[src/rtl/vtpg_pkg.sv]
`default_nettype none

package vtpg_pkg;

    localparam int MAX_DIM_DEF = 4096;
    localparam int PIX_W       = 8;
    localparam int CFG_W       = 13;
    localparam int CFG_IDX_W   = 3;
    localparam int QUOT_W      = 8;

    // Configuration register indexes.
    localparam logic [CFG_IDX_W-1:0] REG_PATTERN_MODE      = 3'd0;
    localparam logic [CFG_IDX_W-1:0] REG_FRAME_WIDTH       = 3'd1;
    localparam logic [CFG_IDX_W-1:0] REG_FRAME_HEIGHT      = 3'd2;
    localparam logic [CFG_IDX_W-1:0] REG_BACKGROUND_ENABLE = 3'd3;
    localparam logic [CFG_IDX_W-1:0] REG_BAYER_ENABLE      = 3'd4;

    // Pattern modes.
    localparam logic [1:0] MODE_BG   = 2'd0;
    localparam logic [1:0] MODE_LINE = 2'd1;
    localparam logic [1:0] MODE_GRID = 2'd2;

    // Register reset values.
    localparam logic [1:0]       RST_PATTERN_MODE = MODE_LINE;
    localparam logic [CFG_W-1:0] RST_FRAME_WIDTH  = 13'd320;
    localparam logic [CFG_W-1:0] RST_FRAME_HEIGHT = 13'd240;

    typedef enum logic [2:0] {
        ST_IDLE,
        ST_MUL_R,
        ST_DIV_R,
        ST_MUL_G,
        ST_DIV_G,
        ST_DONE
    } state_t;

    typedef struct packed {
        logic accept;
        logic div_start;
        logic div_step;
        logic sel_green;
        logic store_red;
        logic load_out;
    } ctrl_cmd_t;

    typedef struct packed {
        logic grid_mode;
        logic div_last;
        logic out_free;
    } ctrl_status_t;

endpackage

`default_nettype wire

[src/rtl/video_test_pattern_generator.sv]
// Grid mode: a pixel passes the accept state, one state for each of the two ramp products,
// eight restoring-division steps per ramp on one shared divider, and a state to load the output.
// Other modes: the accept state and the load state only. The load waits until the output is
// free; the output register holds a result while the next pixel is worked on.
// Reset is asynchronous and active low; it restores the register defaults and
// clears the column, row and marked-row counters.
`default_nettype none

module video_test_pattern_generator #(
    parameter int MAX_DIM = vtpg_pkg::MAX_DIM_DEF
) (
    input  wire logic                           clk,
    input  wire logic                           rst_n,
    input  wire logic                           cfg_we,
    input  wire logic [vtpg_pkg::CFG_IDX_W-1:0] cfg_index,
    input  wire logic [vtpg_pkg::CFG_W-1:0]     cfg_data,
    input  wire logic                           s_tvalid,
    output logic                                s_tready,
    input  wire logic [23:0]                    s_tdata,  // bg_red, bg_green, bg_blue
    output logic                                m_tvalid,
    input  wire logic                           m_tready,
    output logic [31:0]                         m_tdata,  // red, green, blue, bayer_value
    output logic                                m_tlast,  // end_of_line
    output logic                                m_tuser   // end_of_frame
);

    vtpg_pkg::ctrl_cmd_t    cmd;
    vtpg_pkg::ctrl_status_t status;

    vtpg_ctrl u_ctrl (
        .clk     (clk),
        .rst_n   (rst_n),
        .s_tvalid(s_tvalid),
        .s_tready(s_tready),
        .status  (status),
        .cmd     (cmd)
    );

    vtpg_datapath #(
        .MAX_DIM(MAX_DIM)
    ) u_datapath (
        .clk      (clk),
        .rst_n    (rst_n),
        .cfg_we   (cfg_we),
        .cfg_index(cfg_index),
        .cfg_data (cfg_data),
        .s_tdata  (s_tdata),
        .cmd      (cmd),
        .status   (status),
        .m_tvalid (m_tvalid),
        .m_tready (m_tready),
        .m_tdata  (m_tdata),
        .m_tlast  (m_tlast),
        .m_tuser  (m_tuser)
    );

endmodule

`default_nettype wire

[src/rtl/vtpg_ramp_div.sv]
`default_nettype none

// Computes round(255 * pos / last), half up, saturated to 255, as
// floor((510 * pos + last) / (2 * last)) with one restoring step per cycle while step is high.
module vtpg_ramp_div #(
    parameter int DIM_W = 12
) (
    input  wire logic                         clk,
    input  wire logic                         rst_n,
    input  wire logic                         start,
    input  wire logic                         step,
    input  wire logic [DIM_W-1:0]             pos,
    input  wire logic [DIM_W-1:0]             last,
    output logic [vtpg_pkg::QUOT_W-1:0]       quot,
    output logic                              last_step
);

    localparam int NUM_W = DIM_W + 10;
    localparam int CNT_W = $clog2(vtpg_pkg::QUOT_W);

    logic [NUM_W-1:0]            num_reg, num_next;
    logic [NUM_W-1:0]            dsh_reg, dsh_next;
    logic [vtpg_pkg::QUOT_W-1:0] q_reg, q_next;
    logic                        sat_reg, sat_next;
    logic [CNT_W-1:0]            cnt_reg, cnt_next;
    logic                        fits;

    assign fits      = (num_reg >= dsh_reg);
    assign last_step = (cnt_reg == CNT_W'(vtpg_pkg::QUOT_W - 1));
    assign quot      = sat_reg ? '1 : q_reg;

    always_comb
    begin
        num_next = num_reg;
        dsh_next = dsh_reg;
        q_next   = q_reg;
        sat_next = sat_reg;
        cnt_next = cnt_reg;
        if (start)
        begin
            // 510 * pos as a shift and subtract.
            num_next = (NUM_W'(pos) << 9) - (NUM_W'(pos) << 1) + NUM_W'(last);
            dsh_next = NUM_W'(last) << 8;
            sat_next = 1'b0;
            cnt_next = '0;
        end
        else if (step)
        begin
            // The quotient reaches 256 when the numerator is at least 2*last << 8.
            if (cnt_reg == '0)
            begin
                sat_next = (num_reg >= (dsh_reg << 1));
            end
            if (fits)
            begin
                num_next = num_reg - dsh_reg;
            end
            dsh_next = dsh_reg >> 1;
            q_next   = {q_reg[vtpg_pkg::QUOT_W-2:0], fits};
            cnt_next = cnt_reg + CNT_W'(1);
        end
    end

    always_ff @(posedge clk or negedge rst_n)
    begin
        if (!rst_n)
        begin
            cnt_reg <= '0;
            sat_reg <= 1'b0;
        end
        else
        begin
            cnt_reg <= cnt_next;
            sat_reg <= sat_next;
        end
    end

    always_ff @(posedge clk)
    begin
        num_reg <= num_next;
        dsh_reg <= dsh_next;
        q_reg   <= q_next;
    end

endmodule

`default_nettype wire

[src/rtl/vtpg_datapath.sv]
`default_nettype none

module vtpg_datapath #(
    parameter int MAX_DIM = vtpg_pkg::MAX_DIM_DEF
) (
    input  wire logic                           clk,
    input  wire logic                           rst_n,
    input  wire logic                           cfg_we,
    input  wire logic [vtpg_pkg::CFG_IDX_W-1:0] cfg_index,
    input  wire logic [vtpg_pkg::CFG_W-1:0]     cfg_data,
    input  wire logic [23:0]                    s_tdata,
    input  wire vtpg_pkg::ctrl_cmd_t            cmd,
    output vtpg_pkg::ctrl_status_t              status,
    output logic                                m_tvalid,
    input  wire logic                           m_tready,
    output logic [31:0]                         m_tdata,
    output logic                                m_tlast,
    output logic                                m_tuser
);

    localparam int DIM_W = (MAX_DIM > 2) ? $clog2(MAX_DIM) : 1;
    localparam int PW    = vtpg_pkg::PIX_W;

    // Configuration registers.
    logic [1:0]                 mode_reg;
    logic [vtpg_pkg::CFG_W-1:0] width_reg;
    logic [vtpg_pkg::CFG_W-1:0] height_reg;
    logic                       bg_en_reg;
    logic                       bayer_en_reg;

    // Raster position.
    logic [DIM_W-1:0] col_reg, col_next;
    logic [DIM_W-1:0] row_reg, row_next;
    logic [DIM_W-1:0] mark_reg, mark_next;

    // Item being worked on.
    logic [23:0]      bg_reg;
    logic [DIM_W-1:0] x_reg;
    logic [DIM_W-1:0] y_reg;
    logic             on_mark_reg;
    logic             eol_reg;
    logic             eof_reg;
    logic [PW-1:0]    red_ramp_reg;

    // Output register.
    logic             out_valid_reg;
    logic [31:0]      out_data_reg;
    logic             out_eol_reg;
    logic             out_eof_reg;

    logic [DIM_W-1:0] last_w;
    logic [DIM_W-1:0] last_h;
    logic             eol;
    logic             eof;
    logic [DIM_W-1:0] div_pos;
    logic [DIM_W-1:0] div_last;
    logic [PW-1:0]    quot;
    logic             div_last_step;
    logic [PW-1:0]    r, g, b, bay;

    // Last position along one axis after the size is limited to [2, MAX_DIM].
    function automatic logic [DIM_W-1:0] last_of(input logic [vtpg_pkg::CFG_W-1:0] dim);
        logic [31:0] d;
        logic [31:0] res;
        d = 32'(dim);
        if (d < 32'd2)
        begin
            res = 32'd1;
        end
        else if (d > 32'(MAX_DIM))
        begin
            res = 32'(MAX_DIM) - 32'd1;
        end
        else
        begin
            res = d - 32'd1;
        end
        return DIM_W'(res);
    endfunction

    assign last_w = last_of(width_reg);
    assign last_h = last_of(height_reg);
    assign eol    = (col_reg >= last_w);
    assign eof    = eol && (row_reg >= last_h);

    always_ff @(posedge clk or negedge rst_n)
    begin
        if (!rst_n)
        begin
            mode_reg     <= vtpg_pkg::RST_PATTERN_MODE;
            width_reg    <= vtpg_pkg::RST_FRAME_WIDTH;
            height_reg   <= vtpg_pkg::RST_FRAME_HEIGHT;
            bg_en_reg    <= 1'b0;
            bayer_en_reg <= 1'b0;
        end
        else if (cfg_we)
        begin
            unique case (cfg_index)
                vtpg_pkg::REG_PATTERN_MODE:      mode_reg     <= cfg_data[1:0];
                vtpg_pkg::REG_FRAME_WIDTH:       width_reg    <= cfg_data;
                vtpg_pkg::REG_FRAME_HEIGHT:      height_reg   <= cfg_data;
                vtpg_pkg::REG_BACKGROUND_ENABLE: bg_en_reg    <= cfg_data[0];
                vtpg_pkg::REG_BAYER_ENABLE:      bayer_en_reg <= cfg_data[0];
                default: ;
            endcase
        end
    end

    always_comb
    begin
        col_next  = col_reg;
        row_next  = row_reg;
        mark_next = mark_reg;
        if (cmd.accept)
        begin
            if (eol)
            begin
                col_next = '0;
                if (eof)
                begin
                    row_next  = '0;
                    mark_next = (mark_reg >= last_h) ? '0 : mark_reg + DIM_W'(1);
                end
                else
                begin
                    row_next = row_reg + DIM_W'(1);
                end
            end
            else
            begin
                col_next = col_reg + DIM_W'(1);
            end
        end
    end

    always_ff @(posedge clk or negedge rst_n)
    begin
        if (!rst_n)
        begin
            col_reg  <= '0;
            row_reg  <= '0;
            mark_reg <= '0;
        end
        else
        begin
            col_reg  <= col_next;
            row_reg  <= row_next;
            mark_reg <= mark_next;
        end
    end

    always_ff @(posedge clk)
    begin
        if (cmd.accept)
        begin
            bg_reg      <= s_tdata;
            x_reg       <= col_reg;
            y_reg       <= row_reg;
            on_mark_reg <= (row_reg == mark_reg);
            eol_reg     <= eol;
            eof_reg     <= eof;
        end
        if (cmd.store_red)
        begin
            red_ramp_reg <= quot;
        end
    end

    assign div_pos  = cmd.sel_green ? y_reg : x_reg;
    assign div_last = cmd.sel_green ? last_h : last_w;

    vtpg_ramp_div #(
        .DIM_W(DIM_W)
    ) u_div (
        .clk      (clk),
        .rst_n    (rst_n),
        .start    (cmd.div_start),
        .step     (cmd.div_step),
        .pos      (div_pos),
        .last     (div_last),
        .quot     (quot),
        .last_step(div_last_step)
    );

    // Final pixel; in grid mode the green ramp is still held by the divider.
    always_comb
    begin
        if (bg_en_reg)
        begin
            r = bg_reg[7:0];
            g = bg_reg[15:8];
            b = bg_reg[23:16];
        end
        else
        begin
            r = '0;
            g = '0;
            b = '0;
        end
        if (mode_reg == vtpg_pkg::MODE_GRID)
        begin
            r = red_ramp_reg;
            g = quot;
            b = on_mark_reg ? '1 : '0;
        end
        else if (mode_reg != vtpg_pkg::MODE_BG)
        begin
            if (on_mark_reg)
            begin
                r = '1;
            end
        end
        bay = '0;
        if (bayer_en_reg)
        begin
            if (!y_reg[0])
            begin
                bay = x_reg[0] ? r : g;
            end
            else
            begin
                bay = x_reg[0] ? g : b;
            end
        end
    end

    always_ff @(posedge clk or negedge rst_n)
    begin
        if (!rst_n)
        begin
            out_valid_reg <= 1'b0;
        end
        else if (cmd.load_out)
        begin
            out_valid_reg <= 1'b1;
        end
        else if (m_tready)
        begin
            out_valid_reg <= 1'b0;
        end
    end

    always_ff @(posedge clk)
    begin
        if (cmd.load_out)
        begin
            out_data_reg <= {bay, b, g, r};
            out_eol_reg  <= eol_reg;
            out_eof_reg  <= eof_reg;
        end
    end

    assign status.grid_mode = (mode_reg == vtpg_pkg::MODE_GRID);
    assign status.div_last  = div_last_step;
    assign status.out_free  = !out_valid_reg || m_tready;

    assign m_tvalid = out_valid_reg;
    assign m_tdata  = out_data_reg;
    assign m_tlast  = out_eol_reg;
    assign m_tuser  = out_eof_reg;

endmodule

`default_nettype wire

[src/rtl/vtpg_ctrl.sv]
`default_nettype none

module vtpg_ctrl (
    input  wire logic                   clk,
    input  wire logic                   rst_n,
    input  wire logic                   s_tvalid,
    output logic                        s_tready,
    input  wire vtpg_pkg::ctrl_status_t status,
    output vtpg_pkg::ctrl_cmd_t         cmd
);

    vtpg_pkg::state_t state_reg, state_next;

    always_comb
    begin
        state_next = state_reg;
        unique case (state_reg)
            vtpg_pkg::ST_IDLE:
            begin
                if (s_tvalid)
                begin
                    state_next = status.grid_mode ? vtpg_pkg::ST_MUL_R : vtpg_pkg::ST_DONE;
                end
            end
            vtpg_pkg::ST_MUL_R: state_next = vtpg_pkg::ST_DIV_R;
            vtpg_pkg::ST_DIV_R:
            begin
                if (status.div_last)
                begin
                    state_next = vtpg_pkg::ST_MUL_G;
                end
            end
            vtpg_pkg::ST_MUL_G: state_next = vtpg_pkg::ST_DIV_G;
            vtpg_pkg::ST_DIV_G:
            begin
                if (status.div_last)
                begin
                    state_next = vtpg_pkg::ST_DONE;
                end
            end
            vtpg_pkg::ST_DONE:
            begin
                if (status.out_free)
                begin
                    state_next = vtpg_pkg::ST_IDLE;
                end
            end
            default: state_next = vtpg_pkg::ST_IDLE;
        endcase
    end

    always_comb
    begin
        cmd      = '0;
        s_tready = 1'b0;
        unique case (state_reg)
            vtpg_pkg::ST_IDLE:
            begin
                s_tready   = 1'b1;
                cmd.accept = s_tvalid;
            end
            vtpg_pkg::ST_MUL_R:
            begin
                cmd.div_start = 1'b1;
            end
            vtpg_pkg::ST_DIV_R:
            begin
                cmd.div_step = 1'b1;
            end
            vtpg_pkg::ST_MUL_G:
            begin
                // The red quotient is captured on the same edge that restarts the divider.
                cmd.div_start = 1'b1;
                cmd.sel_green = 1'b1;
                cmd.store_red = 1'b1;
            end
            vtpg_pkg::ST_DIV_G:
            begin
                cmd.div_step  = 1'b1;
                cmd.sel_green = 1'b1;
            end
            vtpg_pkg::ST_DONE:
            begin
                cmd.load_out = status.out_free;
            end
            default: ;
        endcase
    end

    always_ff @(posedge clk or negedge rst_n)
    begin
        if (!rst_n)
        begin
            state_reg <= vtpg_pkg::ST_IDLE;
        end
        else
        begin
            state_reg <= state_next;
        end
    end

endmodule

`default_nettype wire

[config.mk]
export PLATFORM = sky130hd
export DESIGN_NAME = video_test_pattern_generator
export DESIGN_NICKNAME = d
export VERILOG_FILES = /design/src/rtl/vtpg_pkg.sv /design/src/rtl/video_test_pattern_generator.sv /design/src/rtl/vtpg_ramp_div.sv /design/src/rtl/vtpg_datapath.sv /design/src/rtl/vtpg_ctrl.sv
export SDC_FILE = /design/constraint.sdc
export NUM_CORES = 1
export LEC_CHECK = 0
export BUFFER_PORTS_ARGS = -buffer_cell sky130_fd_sc_hd__buf_2
export CAP_MARGIN = 15
export CORE_MARGIN = 1
export CORE_UTILIZATION = 56
export DETAILED_ROUTE_END_ITERATION = 8
export PLACE_DENSITY = 0.77
export RECOVER_POWER = 25
export SLEW_MARGIN = 20
export SYNTH_ARGS = -nofsm -noshare
export SYNTH_HDL_FRONTEND = slang
export SYNTH_HIERARCHICAL = 1
export SYNTH_SLANG_ARGS = --single-unit
[constraint.sdc]
create_clock -name clk -period 4.6 [get_ports clk]
set_input_delay 0.46 -clock clk [delete_from_list [all_inputs] [get_ports clk]]
set_output_delay 0.46 -clock clk [all_outputs]
set_load 0.01 [all_outputs]
Word level (Yosys, flattened, before mapping)
Index checks and enable logic that the tools add are counted.
- add/subtract/negate cells: 9
- magnitude comparators: 9
- eq/ne operators: 16
- multiplexer cells: 47
- bitwise gates (word level): 1
- reductions and logical operators: 25
- operators with widths (cell ; number):
    $mux 12 ; 9
    $mux 8 ; 13
    $mux 22 ; 3
    $mux 20 ; 2
    $add 12x1->12 const B ; 3
    $ge 12x12->1 ; 3
    $gt 13x13->1 const B ; 2
    $lt 13x2->1 const B ; 2
    $sub 12x1->12 const B ; 2
    $add 22x12->22 ; 1
    $ge 22x20->1 ; 1
    $ge 22x21->1 ; 1
    $sub 21x13->22 ; 1
    $sub 22x20->22 ; 1
    $mux 3 ; 7
    $pmux 3 s6 ; 1
    $reduce_and 2->1 ; 9
    $eq 12x12->1 ; 1
    $eq 3x2->1 const B ; 4
    $eq 3x3->1 const B ; 4
    $mux 1 ; 12
    $reduce_bool 2->1 ; 5
    $logic_not 3->1 ; 3
    $eq 3x1->1 const B ; 2
    other kinds (11) ; 15
- register bits after elaboration: 217
- output and inout bits: 36
- word-level logic and storage cells: 134

Depth between registers and ports, before layout
Gate-level depths: netlist of the first run.
- depth after elaboration: 7
- mapped depth: 18
- depth with buffers taken out: 16

Hierarchy
Netlist of the first run, hierarchy kept.
- by module, submodules not included (module ; instances ; cells each ; area each (µm²) ; seq. area each (µm²)):
    vtpg_datapath ; 1 ; 715 ; 8284.2 ; 4478.0
    vtpg_ramp_div ; 1 ; 577 ; 5111.2 ; 1521.5
    vtpg_ctrl ; 1 ; 27 ; 239.0 ; 75.1

Least setup slack after synthesis of the first run
OpenSTA, ideal clock, no wires.
- path kind: register to register
- from: register u_datapath/height_reg[3] in the netlist's numbering
- to: register u_datapath.u_div.num_reg[19], data pin
- setup time: 0.268 ns
- arrival: 4.055 ns
- required time: 4.332 ns
- setup slack: 0.277 ns
- cell stages (with the launch flop): 17
- path through: dfrtp_1 -> or3_1 -> buf_2 -> or3_1 -> or4_1 -> a32o_2 -> mux2i_1 -> inv_1 -> fa_1 -> inv_1 -> ha_1 -> a21oi_1 -> a32oi_1 -> o21ai_0 -> o311ai_0 -> xnor2_1 -> mux2i_1
- word-level cells in the longest chain between the ends: 6
- elaborated cells on any way between the ends: 8
- those cells by class: 2 x add/sub; 2 x order compare; 4 x mux
- ends and longest elaborated chain (item ; RTL line ; text):
    start, declared ; vtpg_datapath.sv:27 ; logic [vtpg_pkg::CFG_W-1:0] height_reg;
    start signal, assigned ; vtpg_datapath.sv:92 ; height_reg <= vtpg_pkg::RST_FRAME_HEIGHT;
    start signal, assigned ; vtpg_datapath.sv:101 ; vtpg_pkg::REG_FRAME_HEIGHT: height_reg <= cfg_data;
    $sub 12x1->12 or $gt 13x13->1 (tied branches) ; vtpg_datapath.sv:76, vtpg_datapath.sv:70 ;
    $mux 12 ; vtpg_datapath.sv:70 ; else if (d > 32'(MAX_DIM))
    $mux 12 (*) ; vtpg_datapath.sv:66 ; if (d < 32'd2)
    $mux 12 (*) ; vtpg_datapath.sv:170 ; assign div_last = cmd.sel_green ? last_h : last_w;
    net u_datapath.div_last[10] ; vtpg_datapath.sv:56 ; logic [DIM_W-1:0] div_last;
    $add 22x12->22 (*) ; vtpg_ramp_div.sv:42 ; num_next = (NUM_W'(pos) << 9) - (NUM_W'(pos) << 1) + NUM_W'(last);
    $mux 22 (*) ; vtpg_ramp_div.sv:39 ; if (start)
    net u_datapath.u_div.num_next[19] ; vtpg_ramp_div.sv:21 ; logic [NUM_W-1:0] num_reg, num_next;
    end signal, assigned ; vtpg_ramp_div.sv:80 ; num_reg <= num_next;
    end, declared ; vtpg_ramp_div.sv:21 ;
Mark *: on every way through the listed nets, which the timed path passes. The rest lies on a longest branch.
A chain may end at the register's enable or synchronous reset.

Final worst setup path of the first run
- from: register u_datapath/height_reg[5] in the netlist's numbering
- to: register u_datapath.u_div.num_reg[20], data pin
The elaborated chain is that of the path after synthesis.

==> results of run 1 <==
cell usage after synthesis, drive strengths merged (5+ instances only):
cell type	instances
a211oi	19
a21o	41
a21oi	72
a22o	26
a2bb2oi	9
a31o	5
a31oi	7
and2	7
and3	20
buf	11
clkbuf	51
dfrtp	67
dfstp	7
dfxtp	8
edfxtp	135
fa	5
ha	112
inv	83
mux2	50
mux2i	28
nand2	96
nand2b	14
nand3	23
nand3b	10
nand4	23
nor2	81
nor2b	26
nor3	22
nor4	5
o2111ai	5
o211ai	15
o21a	9
o21ai	74
o21bai	5
o31ai	13
or2	9
or3	10
xnor2	42
xor2	16
path summary, 6_finish.rpt:
check,endpoint,slack [ns],cells after the start
max,u_datapath/u_div/num_reg[20],0.17,14
max in group asynchronous,u_datapath/width_reg[10],2.30,2
max reg2reg,u_datapath/u_div/num_reg[20],0.17,14
min reg2reg,u_datapath/u_div/q_reg[1],0.42,0
min in group asynchronous,u_datapath/height_reg[0],1.08,2
min,u_datapath/bg_reg[21],0.09,1
cells by family after synthesis:
group | after synthesis | share of synthesized area, %
xor gates and xnor gates | 58 | 3.73
AOI/OAI and AO/OA | 342 | 17.0
and+or+nand+nor | 361 | 13.3
muxes | 78 | 6.21
adders and majority gates | 117 | 11.0
buffers and inverters | 146 | 4.15
DFF | 217 | 44.6
power groups by stage:
| stage | registers (mW) | clock network, mW | logic [mW] |
|---|---|---|---|
| 2_1_floorplan | 3.25 | 0 | 5.45 |
| 6_report | 3.38 | 1.94 | 7.41 |
| 3_3_place_gp | 3.39 | 0 | 6.99 |
| 3_5_place_dp | 3.40 | 0 | 7.16 |
| 5_1_grt | 3.44 | 2.03 | 8.16 |
| 4_1_cts | 3.37 | 1.96 | 7.23 |
cells in the final DEF (no fill, tap or decap), drive strengths merged, types with 14 or more instances in the layout:
master and n:
ha 112, nor2b 26, o21ai 74, nand2b 14
xnor2 42, clkbuf 40, nand4 23, o211ai 15
xor2 16, nand2 96, nand3 23, a22o 26
dfrtp 67, a21o 41, edfxtp 135, inv 86
nor2 81, a21oi 72, mux2i 28, and3 20
nor3 22, a211oi 19, mux2 50, buf 96
what timing repair did:
action | in CTS | in global routing
endpoints found under the setup margin | 1 | 6
buffers inserted | 0 | 1
endpoints found under the hold margin | 0 | 31
hold buffers | 0 | 1
pin swaps | 0 | 4
resized for setup | 1 | 4
metal layers:
layer / vias up / wire (um)
met1: 5159 / 14700
li1: 5037 / -
met5: - / 0
met3: 86 / 2120
met4: 0 / 1120
met2: 427 / 15900
final cells by class:
class,instances,share of cell area [%]
clock inverters,15,0.979
clock buffers,31,4.26
well taps,319,2.62
flip-flops and latches,217,39.9
repair buffers,106,3.91
inverters,84,2.07
multi-input cells,956,46.2
==> results_dict.tcl, run 1 <==
set metrics [dict create \
    syn_area_um2 13600 \
    comb_power_share_pct 58.2 \
    grt_max_degree 75 \
    place_area_um2 14400 \
    met3_usage_pct 3.20 \
    p_sw_share_pct 44.2 \
    ff_latch_area_um2 6070 \
    yosysTopAreaCellShare_pct 29.7 \
    core-area_um2 23700 \
    grtUsageTotal_pct 27.7 \
    crit_top_cell "inv_1" \
    ys_top_cells_by_area "edfxtp_1 (30%), dfrtp_1 (12%), ha_1 (10%)" \
    r2r-start "u_datapath/height_reg[5]" \
    timing.hold.ws_ns 0.0908 \
    synth_nets 1481 \
    drt_pass1_iterations 7 \
    initial_core_util_pct 57.6 \
    clock_skew_ns 0.0303 \
    fmax_mhz 226 \
    grt_pass1_wl_um 54000 \
    intPower_mw 7.10 \
    largest_reg_flops 32 \
    layoutNonFillerInstCount 1728 \
    required_ns 4.86 \
    hpwl_um 24500 \
    synth_area_leader_cell "edfxtp_1" \
    synth_cell_types 80 \
    setup_viol 0 \
    drv_slew 39 \
    syn_inst 1319 \
    cp_top_family "compound AO/OA/AOI/OAI gates" \
    fin_util_pct 64.2 \
    cts_root_buffer "clkbuf_16" \
    multi_input_area_um2 7030 \
    rsz0062_at_grt "false" \
    drive_gt1_share_pct 15.9 \
    p_switching_mw 5.63 \
    path_cells "or3_1, or3_4, or4_1, a32o_2, mux2i_1, inv_1, fa_1, inv_1, ha_4, nand2_1, a2111o_1, a211o_1, o2111ai_1, o211ai_1" \
    ys_async_sr_fraction_pct 34.1 \
    cpPeakStageDelay_ns 0.49 \
    power_frac_seq_pct 26.6 \
    drt-initial-drc-count 910 \
    synth_edf_count 135 \
    status "finished, violations left" \
    period_needed_ns 4.43 \
    synthFlopType "edfxtp_1" \
    syn_avg_cell_area_um2 10.3 \
    drc 0 \
    vias 10709 \
    worst-setup-path-type "register to register" \
    routedWlPerCell_um 19.6 \
    hold_viol_final 0 \
    end_kind "register" \
    crit_buf_inv 2 \
    antenna_cells 0 \
    die_h_um 158 \
    irDropWorstVdd_mv 0.603 \
    grt-ovfl-total 0 \
    postRouteAntennaNets 0 \
    cts_buffers 25 \
    gp_congestion 0.931 \
    dieArea_um2 25000 \
    layout_setup_ws_ns 0.166 \
    routed_wl_um 33800 \
    cts_tree "yes" \
    synth-seq-cells 217 \
    tightest_slew_ns 2.12 \
    min_from "s_tdata[21]" \
    ioPinCount 81 \
    grt_use_met1_pct 37.5 \
    place_ws_ns -0.0473 \
    busiest_layer "met2" \
    io_buffers 80 \
    crit_fanout 6 \
    max_cap_violations 1 \
    use_met2_pct 46.1 \
    ys_seq_area_share_pct 44.6 \
    rows 56 \
    failed_checks "max-capacitance violations, max-slew violations" \
    power_mw 12.7 \
    fin_setup_tns_ns 0 \
    clkSinkCount 217 \
    crit_slowest_cell "fa_1" \
    cp-startpoint "u_datapath/height_reg[5]" \
    clockPowerShare_pct 15.2 \
    yosys_warnings 6 \
    grt_pass1_vias 10356 \
    clk_pin_slew_ns 0.06 \
    min_path_type "primary input to register" \
    design_area_um2 15200 \
    finalCritPeriodShare_pct 96.4 \
    crit_arrival_ns 4.70 \
    leakagePower_nw 6.43 \
    slew_headroom_pct -41.2 \
    htreeDepth 1 \
    drt-vias-per-instance 6.20 \
    crit_path_start_kind "register" \
    fillers 1882 \
    place_inst 1679 \
    area_growth_pct 11.6 \
    power-per-cell-area_nw_per_um2 836 \
    clk_path_buf_depth 3 \
    final_nets 1552 \
    grt_antenna_before_repair 0 \
    dieWidth_um 158 \
    insertion_delay_ns 0.55 \
]
(Power assumes the default switching activity.)
==> run 2, diff against run 1 <==
--- a/config.mk
+++ b/config.mk
@@ -8,9 +8,9 @@
 export BUFFER_PORTS_ARGS = -buffer_cell sky130_fd_sc_hd__buf_2
 export CAP_MARGIN = 15
 export CORE_MARGIN = 1
-export CORE_UTILIZATION = 56
+export CORE_UTILIZATION = 62
 export DETAILED_ROUTE_END_ITERATION = 8
-export PLACE_DENSITY = 0.77
+export PLACE_DENSITY = 0.81
 export RECOVER_POWER = 25
 export SLEW_MARGIN = 20
 export SYNTH_ARGS = -nofsm -noshare
==> constraint.sdc (replaced) <==
create_clock -name clk -period 4.1 [get_ports clk]
set_input_delay 0.41 -clock clk [delete_from_list [all_inputs] [get_ports clk]]
set_output_delay 0.41 -clock clk [all_outputs]
set_load 0.01 [all_outputs]
==> run 2 against run 1 <==
Net effect: the run ends with max-capacitance violations, max-slew violations, negative setup slack left; via count grew 2.2%; non-clock buffer count rose by 40; sequential share of layout area decreased by 0.95 points; largest power group unchanged; count of clock-buffer cells in the layout shrank 2; critical path depth rose by 1.
==> results_dict.tcl, run 2 (synthesis gave the netlist of run 1 again) <==
set metrics [dict create \
    status "finished, violations left" \
    failed_checks "max-capacitance violations, max-slew violations, negative setup slack" \
    reg2reg_depth 15 \
    layout_setup_ws_ns -0.229 \
    multi_input_area_um2 7130 \
    irDropWorstVdd_mv 0.601 \
    crit_fanout 5 \
    dieWidth_um 150 \
    tightest_slew_ns 1.95 \
    vias 10943 \
    drt-initial-drc-count 749 \
    fin_setup_tns_ns -1.56 \
    whs_endpoint "u_datapath/bg_reg[22]" \
    leakagePower_nw 6.66 \
    required_ns 4.34 \
    grt-ovfl-total 0 \
    cts_root_buffer "clkbuf_16" \
    antenna_cells 0 \
    postRouteAntennaNets 0 \
    routed_wl_um 34900 \
    cts_hold_buffers 0 \
    place_ws_ns -0.302 \
    htreeDepth 1 \
    grtUsageTotal_pct 31.5 \
    crit_arrival_ns 4.57 \
    cp-startpoint "u_datapath/height_reg[6]" \
    drt-vias-per-instance 6.36 \
    core-area_um2 21300 \
    min_path_type "primary input to register" \
    regToRegSetupSlack_ns -0.23 \
    insertion_delay_ns 0.52 \
    period_needed_ns 4.33 \
    r2r_end "u_datapath/u_div/num_reg[16]" \
    dieArea_um2 22600 \
    grt_pass1_vias 10787 \
    final_nets 1590 \
    cts_tree "yes" \
    holdPathStages 1 \
    io_buffers 80 \
    clk_pin_slew_ns 0.06 \
    crit_path_start_kind "register" \
    fillers 1433 \
    ioPinCount 81 \
    area_growth_pct 14.3 \
    drc 0 \
    cts_buffers 23 \
    clkSinkCount 217 \
    grt_pass1_wl_um 55700 \
    clk_path_buf_depth 3 \
    min_from "s_tdata[22]" \
    fin_util_pct 73.2 \
    comb_power_share_pct 60.5 \
    die_h_um 150 \
    p_switching_mw 6.70 \
    clock_skew_ns 0.00887 \
    setup_viol 11 \
    intPower_mw 8.52 \
    drt_pass1_iterations 5 \
    max_cap_violations 1 \
    slew_headroom_pct -29.7 \
    gp_congestion 0.978 \
    clockPowerShare_pct 14.8 \
    drv_slew 75 \
    r2r-start "u_datapath/height_reg[6]" \
    drive_gt1_share_pct 19.8 \
    p_sw_share_pct 44.0 \
    fmax_mhz 231 \
    worst-setup-path-type "register to register" \
    mostFrequentLayoutCell "edfxtp_1" \
    power-per-cell-area_nw_per_um2 977 \
    grt_antenna_before_repair 0 \
    grt_max_degree 75 \
    finalCritPeriodShare_pct 106 \
    routedWlPerCell_um 20.3 \
    ff_latch_area_um2 6070 \
    rows 53 \
    power_mw 15.2 \
    initial_core_util_pct 64.1 \
    largest_reg_flops 32 \
    power_frac_seq_pct 24.7 \
    hold_viol_final 0 \
    layout_common_cells "edfxtp_1 (135), ha_1 (110), nand2_1 (95)" \
    end_kind "register" \
    hpwl_um 25300 \
    rsz0062_at_grt "true" \
]
run 2: layout make-up:
class	instances	area share, %
clock inverters	13	1.19
multi-input cells	956	45.8
inverters	84	2.02
flip-flops and latches	217	39.0
repair buffers	146	5.74
clock buffers	29	4.10
well taps	275	2.21
run 2: worst max-delay path by stage:
stage,end,depth (start not counted)
3_3_place_gp,u_datapath/u_div/num_reg[20],14
4_1_cts,u_datapath/u_div/num_reg[21],15
6_report,u_datapath/u_div/num_reg[16],15
3_5_place_dp,u_datapath/u_div/num_reg[19],15
5_1_grt,u_datapath/u_div/num_reg[16],15
2_1_floorplan,u_datapath/u_div/num_reg[20],15
run 2: stage by stage:
stage	cells	instance area [um2]	hold slack, ns
5_1_grt	1720	15600	0.0443
6_report	1720	15600	0.0598
2_1_floorplan	1319	13700	0.114
3_5_place_dp	1678	14700	0.411
3_3_place_gp	1678	14700	0.406
4_1_cts	1720	15500	0.0426
run 2: critical path: stages, from the launching register on:
cell and delay (ns):
dfstp_2 0.37, or3_4 0.38, or3_4 0.38, or4_4 0.47
a32o_2 0.27, mux2i_1 0.20, inv_1 0.10, fa_1 0.50
inv_2 0.04, ha_4 0.29, nand2_2 0.05, a2111o_1 0.33
buf_4 0.16, a21o_4 0.20, mux2i_1 0.16, o221ai_1 0.13
run 2: timing repair:
item                                    CTS  global route
pin swaps                                 5             4
setup buffers                             0             0
endpoints found under the setup margin   11            13
cloned                                    0             0
gates resized for setup                   6            13
run 2: layer usage:
| layer | share of wire, % | vias to the layer above | track usage, % |
|---|---|---|---|
| met5 | 0 | - | 0 |
| met4 | 2.8 | 0 | 10.3 |
| met3 | 7.5 | 73 | 4.91 |
| met2 | 48 | 478 | 52.6 |
| met1 | 42 | 5276 | 42.0 |
| li1 | - | 5116 | - |
run 2: power by group through the flow:
stage / clock network (mW) / registers [mW] / logic (mW)
2_1_floorplan: 0 / 3.65 / 6.22
3_3_place_gp: 0 / 3.76 / 8.33
3_5_place_dp: 0 / 3.78 / 8.63
4_1_cts: 2.27 / 3.75 / 8.82
5_1_grt: 2.35 / 3.82 / 9.99
6_report: 2.25 / 3.75 / 9.22
==> run 3, diff against run 2 <==
--- a/config.mk
+++ b/config.mk
@@ -8,9 +8,9 @@
 export BUFFER_PORTS_ARGS = -buffer_cell sky130_fd_sc_hd__buf_2
 export CAP_MARGIN = 15
 export CORE_MARGIN = 1
-export CORE_UTILIZATION = 62
+export CORE_UTILIZATION = 40
 export DETAILED_ROUTE_END_ITERATION = 8
-export PLACE_DENSITY = 0.81
+export PLACE_DENSITY = 0.64
 export RECOVER_POWER = 25
 export SLEW_MARGIN = 20
 export SYNTH_ARGS = -nofsm -noshare
==> run 3 against run 2 <==
Net effect: register-to-register slack gained 0.03 ns; the run still ends with max-capacitance violations, max-slew violations, negative setup slack left; utilization shrank 26 points; sequential share of layout area shrank 0.90 points; combinational power shrank 0.8%; global-route usage shrank 12 points; largest cell class unchanged; sequential cell count is the same; final area grew 2.4%; die area grew 54%; first-iteration DRC count shrank 19%; power shrank 0.38%.
==> results_dict.tcl, run 3 (synthesis gave the netlist of run 1 again) <==
set metrics [dict create \
    status "finished, violations left" \
    grt_antenna_before_repair 1 \
    clock_skew_ns 0.0154 \
    cts_tree "yes" \
    power_mw 15.2 \
    whs_endpoint "u_datapath/bg_reg[16]" \
    drt-initial-drc-count 610 \
    fin_util_pct 47.6 \
    period_needed_ns 4.30 \
    irDropWorstVdd_mv 0.545 \
    min_path_type "primary input to register" \
    dieWidth_um 187 \
    min_from "s_tdata[16]" \
    fmax_mhz 233 \
    tightest_slew_ns 2.79 \
    design_area_um2 16000 \
    mostFrequentLayoutCell "edfxtp_1" \
    r2r-start "u_datapath/height_reg[5]" \
    crit_fanout 5 \
    max_cap_violations 1 \
    drc 0 \
    routedWlPerCell_um 17.8 \
    hold_viol_final 0 \
    rows 67 \
    layout_common_cells "edfxtp_1 (135), ha_1 (111), nand2_1 (94)" \
    crit_path_start_kind "register" \
    finalCritPeriodShare_pct 105 \
    grtUsageTotal_pct 19.5 \
    required_ns 4.36 \
    crit_arrival_ns 4.56 \
    clkSinkCount 217 \
    final_nets 1609 \
    reg2reg_depth 14 \
    rsz0062_at_grt "true" \
    cts_root_buffer "clkbuf_16" \
    r2r_end "u_datapath/u_div/num_reg[20]" \
    grt_max_degree 62 \
    grt_pass1_wl_um 55200 \
    io_buffers 80 \
    core-area_um2 33500 \
    leakagePower_nw 6.74 \
    vias 10538 \
    place_inst 1865 \
    drive_gt1_share_pct 20.8 \
    setup_viol 9 \
    holdPathStages 1 \
    layout_setup_ws_ns -0.201 \
    fin_setup_tns_ns -1.04 \
    postRouteAntennaNets 0 \
    grt-ovfl-total 0 \
    insertion_delay_ns 0.53 \
    initial_core_util_pct 40.7 \
    drt_pass1_iterations 5 \
    layoutNonFillerInstCount 1913 \
    slew_headroom_pct -85.9 \
    routed_wl_um 34100 \
    worst-setup-path-type "register to register" \
    timing.hold.ws_ns 0.0623 \
    largest_reg_flops 32 \
    area_growth_pct 17.0 \
    ioPinCount 81 \
    place_ws_ns -0.239 \
    clk_path_buf_depth 3 \
    drv_slew 45 \
    dieArea_um2 34800 \
    die_h_um 187 \
    failed_checks "max-capacitance violations, max-slew violations, negative setup slack" \
    power-per-cell-area_nw_per_um2 951 \
    drt-vias-per-instance 5.51 \
    gp_congestion 0.885 \
    cts_buffers 24 \
    regToRegSetupSlack_ns -0.20 \
    htreeDepth 1 \
    grt_pass1_vias 10402 \
    end_kind "register" \
    antenna_cells 0 \
    hpwl_um 25400 \
    place_area_um2 15000 \
    clk_pin_slew_ns 0.06 \
]
==> run 3: cell count changes in the layout (fill, tap and decap cells not counted), moves of 2 or more <==
cell | previous run | this run
buf_4 | 63 | 80
nor4bb_2 | 2 | 0
o21ai_2 | 3 | 1
o21ai_1 | 4 | 6
clkinvlp_4 | 1 | 3
nor4bb_1 | 0 | 2
==> run 3: timing repair <==
item,4_1_cts,5_1_grt
endpoints found under the setup margin,11,26
hold buffers,1,0
pin swaps,9,13
setup buffers,2,1
gates resized for setup,9,18
hold endpoints to repair,43,0
==> run 3: area by class of cell <==
class / instances / area, um2
sequential: 217 / 6070
clock buffer: 27 / 622
multi-input combinational: 956 / 7140
timing repair buffer: 164 / 1030
tap: 448 / 561
inverter: 84 / 315
clock inverter: 17 / 209
fill: 3101 / 17600
==> run 3: metal layers <==
layer	part of all wire (%)	GRT usage, %	up-vias
met5	0	0	-
met4	2.3	5.33	0
met3	5.4	2.48	50
met2	46	32.2	293
met1	46	27.0	5052
li1	-	-	5143
==> run 3: power by group <==
group / switching [mW] / leakage [nW] / internal [mW]
logic: 5.23 / 4.09 / 3.93
clock network: 0.908 / 0.401 / 1.35
registers: 0.425 / 2.25 / 3.33
==> run 3: worst max path at each step <==
stage / startpoint / endpoint
floorplan: u_datapath/height_reg[3] / u_datapath/u_div/num_reg[20]
global placement: u_datapath/height_reg[7] / u_datapath/u_div/num_reg[20]
detailed placement: u_datapath/height_reg[7] / u_datapath/u_div/num_reg[19]
CTS: u_datapath/height_reg[7] / u_datapath/u_div/num_reg[20]
global route: u_datapath/height_reg[5] / u_datapath/u_div/num_reg[20]
finish: u_datapath/height_reg[5] / u_datapath/u_div/num_reg[20]
==> run 3: worst max-delay path, stage by stage, from the launching register on <==
cell and delay, ns:
dfstp_2 0.37, or3_4 0.39, or3_4 0.38, or4_4 0.41
a32o_2 0.30, mux2i_4 0.16, inv_2 0.06, fa_1 0.51
inv_2 0.05, ha_4 0.28, nand2_2 0.05, a2111o_1 0.42
a211o_1 0.38, o2111ai_2 0.18, o211ai_1 0.10
